File: src/rtl/sca_ram.sv
// ----------------------------------------------------------------------------
// sca_ram - simple dual-port synchronous RAM
// One write port and one read port; read data registered.
// ----------------------------------------------------------------------------
module sca_ram #(
    parameter int DEPTH = 64,
    parameter int WIDTH = 4,
    parameter int AW    = (DEPTH > 1) ? $clog2(DEPTH) : 1
) (
    input  logic             clk,
    input  logic             wr_en,
    input  logic [AW-1:0]    wr_addr,
    input  logic [WIDTH-1:0] wr_data,
    input  logic             rd_en,
    input  logic [AW-1:0]    rd_addr,
    output logic [WIDTH-1:0] rd_data
);

    logic [WIDTH-1:0] mem [DEPTH];
    logic [WIDTH-1:0] rd_data_reg;

    // Write port
    always_ff @(posedge clk)
    begin
        if (wr_en)
        begin
            mem[wr_addr] <= wr_data;
        end
    end

    // Registered read port
    always_ff @(posedge clk)
    begin
        if (rd_en)
        begin
            rd_data_reg <= mem[rd_addr];
        end
    end

    assign rd_data = rd_data_reg;

endmodule

File: config.mk
export PLATFORM = sky130hd
export DESIGN_NAME = sca_ram
export DESIGN_NICKNAME = d
export VERILOG_FILES = /design/src/rtl/sca_ram.sv
export SDC_FILE = /design/constraint.sdc
export NUM_CORES = 1
export LEC_CHECK = 0
export BUFFER_PORTS_ARGS = -buffer_cell sky130_fd_sc_hd__buf_2
export CORE_MARGIN = 4
export CORE_UTILIZATION = 60
export CTS_CLUSTER_SIZE = 24
export DETAILED_ROUTE_END_ITERATION = 7
export PLACE_DENSITY = 0.88
export SETUP_SLACK_MARGIN = 0.4
export SYNTH_ARGS = -nofsm -noshare
export SYNTH_HDL_FRONTEND = slang
export SYNTH_SLANG_ARGS = --single-unit
File: constraint.sdc
create_clock -name clk -period 2.1 [get_ports clk]
set_input_delay 0.21 -clock clk [delete_from_list [all_inputs] [get_ports clk]]
set_output_delay 0.21 -clock clk [all_outputs]
set_load 0.01 [all_outputs]
==> impl_metrics.env <==
export IMPL_outcome="finished clean"
export IMPL_yosysTopAreaCellShare=0.747
export IMPL_fin_crit_sh=0.893
export IMPL_nets=591
export IMPL_ys_ff_latch=260
export IMPL_cellPowerDensity_nw_per_um2=943
export IMPL_yosys_area_top_type="edfxtp_1"
export IMPL_max_freq_ghz=0.533
export IMPL_initial_core_util=0.621
export IMPL_grt_pass1_vias=5727
export IMPL_antenna_cells=0
export IMPL_hp_class="in -> reg"
export IMPL_hold_viol_final=0
export IMPL_postRouteAntennaNets=0
export IMPL_synth_nets=540
export IMPL_drt_initial_drc_count=928
export IMPL_switching_share=0.205
export IMPL_dp_hpwl_microns=13900
export IMPL_gp_congestion=0.918
export IMPL_clock_power_share=0.430
export IMPL_drv_slew=0
export IMPL_ir_drop_v=0.000752
export IMPL_drc=0
export IMPL_synth_area_leaders="edfxtp_1, mux4_2, mux4_1"
export IMPL_final_util=0.709
export IMPL_min_period_ns=1.87
export IMPL_syn_to_final_growth_pct=14.1
export IMPL_p_total_mw=11.2
export IMPL_cts_tree="built"
export IMPL_end_kind="register"
export IMPL_numCtsBuffers=25
export IMPL_synth_common_cells="edfxtp_1, nor2_1, mux4_2"
export IMPL_max_slew_margin=0.541
export IMPL_drive_gt1_frac=0.283
export IMPL_rows=47
export IMPL_htree_num_levels=1
export IMPL_asyncSetResetFlopFracSynth=0
export IMPL_seq_area_frac_synth=0.747
export IMPL_via_count=5644
export IMPL_postCtsSetupBuffers=0
export IMPL_path_max_fanout=1
export IMPL_p_leak_nw=3.75
export IMPL_setup_tns_ns=0
export IMPL_switchingPower_mw=2.31
export IMPL_syn_area_per_cell_sq_um=20.1
export IMPL_synth_area_sq_um=10400
export IMPL_grt_pass1_wl_microns=36400
export IMPL_skew_ns=0.0154
export IMPL_dp_cells=764
export IMPL_clock_root_buffer="clkbuf_16"
export IMPL_yosys_cell_types_count=43
export IMPL_die_width_microns=140
export IMPL_core_sq_um=16800
export IMPL_ioPinCount=23
export IMPL_worstSetupPathType="reg -> reg"
export IMPL_cp_required_ns=2.37
export IMPL_fillers=933
export IMPL_portBuffers=22
export IMPL_synthCells=521
export IMPL_comb_power_share=0.056
export IMPL_largest_reg_flops=256
export IMPL_synth_ff_type="edfxtp_1"
export IMPL_antenna_found_initial=0
export IMPL_cts_sinks=260
export IMPL_fin_cells=810
export IMPL_ys_warn_count=0
export IMPL_post_synth_top_count_cell="edfxtp_1"
export IMPL_rsz0062_at_grt="yes"
export IMPL_pwr_share_seq=0.513
export IMPL_wl_per_cell_microns=29.5
export IMPL_p_int_mw=8.93
export IMPL_crit_arrival_ns=2.15
export IMPL_dieArea_sq_um=19600
export IMPL_critPathLaunchType="register"
export IMPL_routed_wl_microns=23900
export IMPL_fp_dieH_microns=140
export IMPL_clockBufferDepth=3
export IMPL_grt_max_degree=65
export IMPL_clk_latency_ns=0.53
export IMPL_grt_overflow_total=0
export IMPL_synth_edf_count=260
export IMPL_max_cap_violations=0
export IMPL_worst_slew_pin_slew_ns=0.688
export IMPL_vias_per_cell=6.97
export IMPL_clk_pin_slew_worst_paths_ns=0.07
export IMPL_finalSetupViolations=0
export IMPL_track_usage=0.248
export IMPL_first_pass_iters=5
final timing paths:
check             depth (start not counted)  slack (ns)       start    endpoint
setup / recovery                          4        0.23   mem[3][2]  rd_data[2]
hold / removal                            1        0.20  wr_data[0]   mem[1][0]
setup reg to reg                          4        0.23   mem[3][2]  rd_data[2]
hold reg to reg                           4        0.93  mem[34][0]  rd_data[0]
power by group through the flow:
stage          Combinational [mW]  Clock [mW]  Sequential, mW
2_1_floorplan               0.335           0            5.88
3_3_place_gp                0.552           0            5.88
3_5_place_dp                0.574           0            5.88
4_1_cts                     0.606        4.85            5.77
5_1_grt                     0.661        5.10            5.77
6_report                    0.632        4.84            5.77
per-stage QoR:
stage                     cell area [sq um]  setup WS (ns)  hold slack, ns
after floorplan                       10500          0.317           0.309
final                                 11900          0.225           0.204
after global routing                  11900          0.223           0.207
after detailed placement              10900        -0.0766           0.515
after global placement                10900        -0.0376           0.507
after CTS                             11900          0.261           0.184
cell families after synthesis:
family,after synthesis,share of synthesized area
AO/OA/AOI/OAI,37,0.0263
buffers and inverters,29,0.0202
flip-flops,260,0.747
multiplexers,70,0.152
AND/OR/NAND/NOR,125,0.0544
what timing repair did:
item,in CTS,in global routing
pin swaps,2,2
resized for setup,13,11
cloned,0,0
hold endpoints to repair,4,0
endpoints found under the setup margin,4,4
hold buffers,1,0
per-layer routing:
| layer | up-vias | GRT usage | share of wire |
|---|---|---|---|
| li1 | 2248 | - | - |
| met1 | 2855 | 0.340 | 0.35 |
| met2 | 464 | 0.414 | 0.52 |
| met3 | 77 | 0.0419 | 0.10 |
| met4 | 0 | 0.0826 | 0.035 |
| met5 | - | 0 | 0 |
final cells by class:
cell class	instances	area [sq um]	share of cell area
sequential	260	7810	0.655
multi-input combinational	232	2500	0.209
clock buffer	26	629	0.0528
timing repair buffer	50	438	0.0367
tap	220	275	0.0231
clock inverter	19	260	0.0218
inverter	3	11.3	0.000945
cells in the final DEF, fill, tap and decap left out, types with 3 or more instances in the layout:
cell type,netlist,final
a22o_1,4,4
a22oi_1,8,5
a22oi_2,0,3
buf_12,2,9
buf_2,3,21
buf_4,2,19
bufinv_16,0,6
clkbuf_16,0,25
clkinv_1,1,6
clkinvlp_4,0,4
edfxtp_1,260,260
mux4_1,19,7
mux4_2,46,58
nand2_1,10,10
nand2b_1,7,7
nand3_1,11,11
nand3b_1,4,4
nor2_1,74,73
nor2b_1,6,6
o21ai_1,0,3
o221ai_1,6,3
o221ai_2,0,3
worst max-delay path: stages, from the launching register on:
cell and delay (ns):
edfxtp_1 0.38, mux4_2 0.53, o41ai_2 0.24, a211oi_1 0.13, a221o_1 0.35
(Power assumes the default switching activity.)
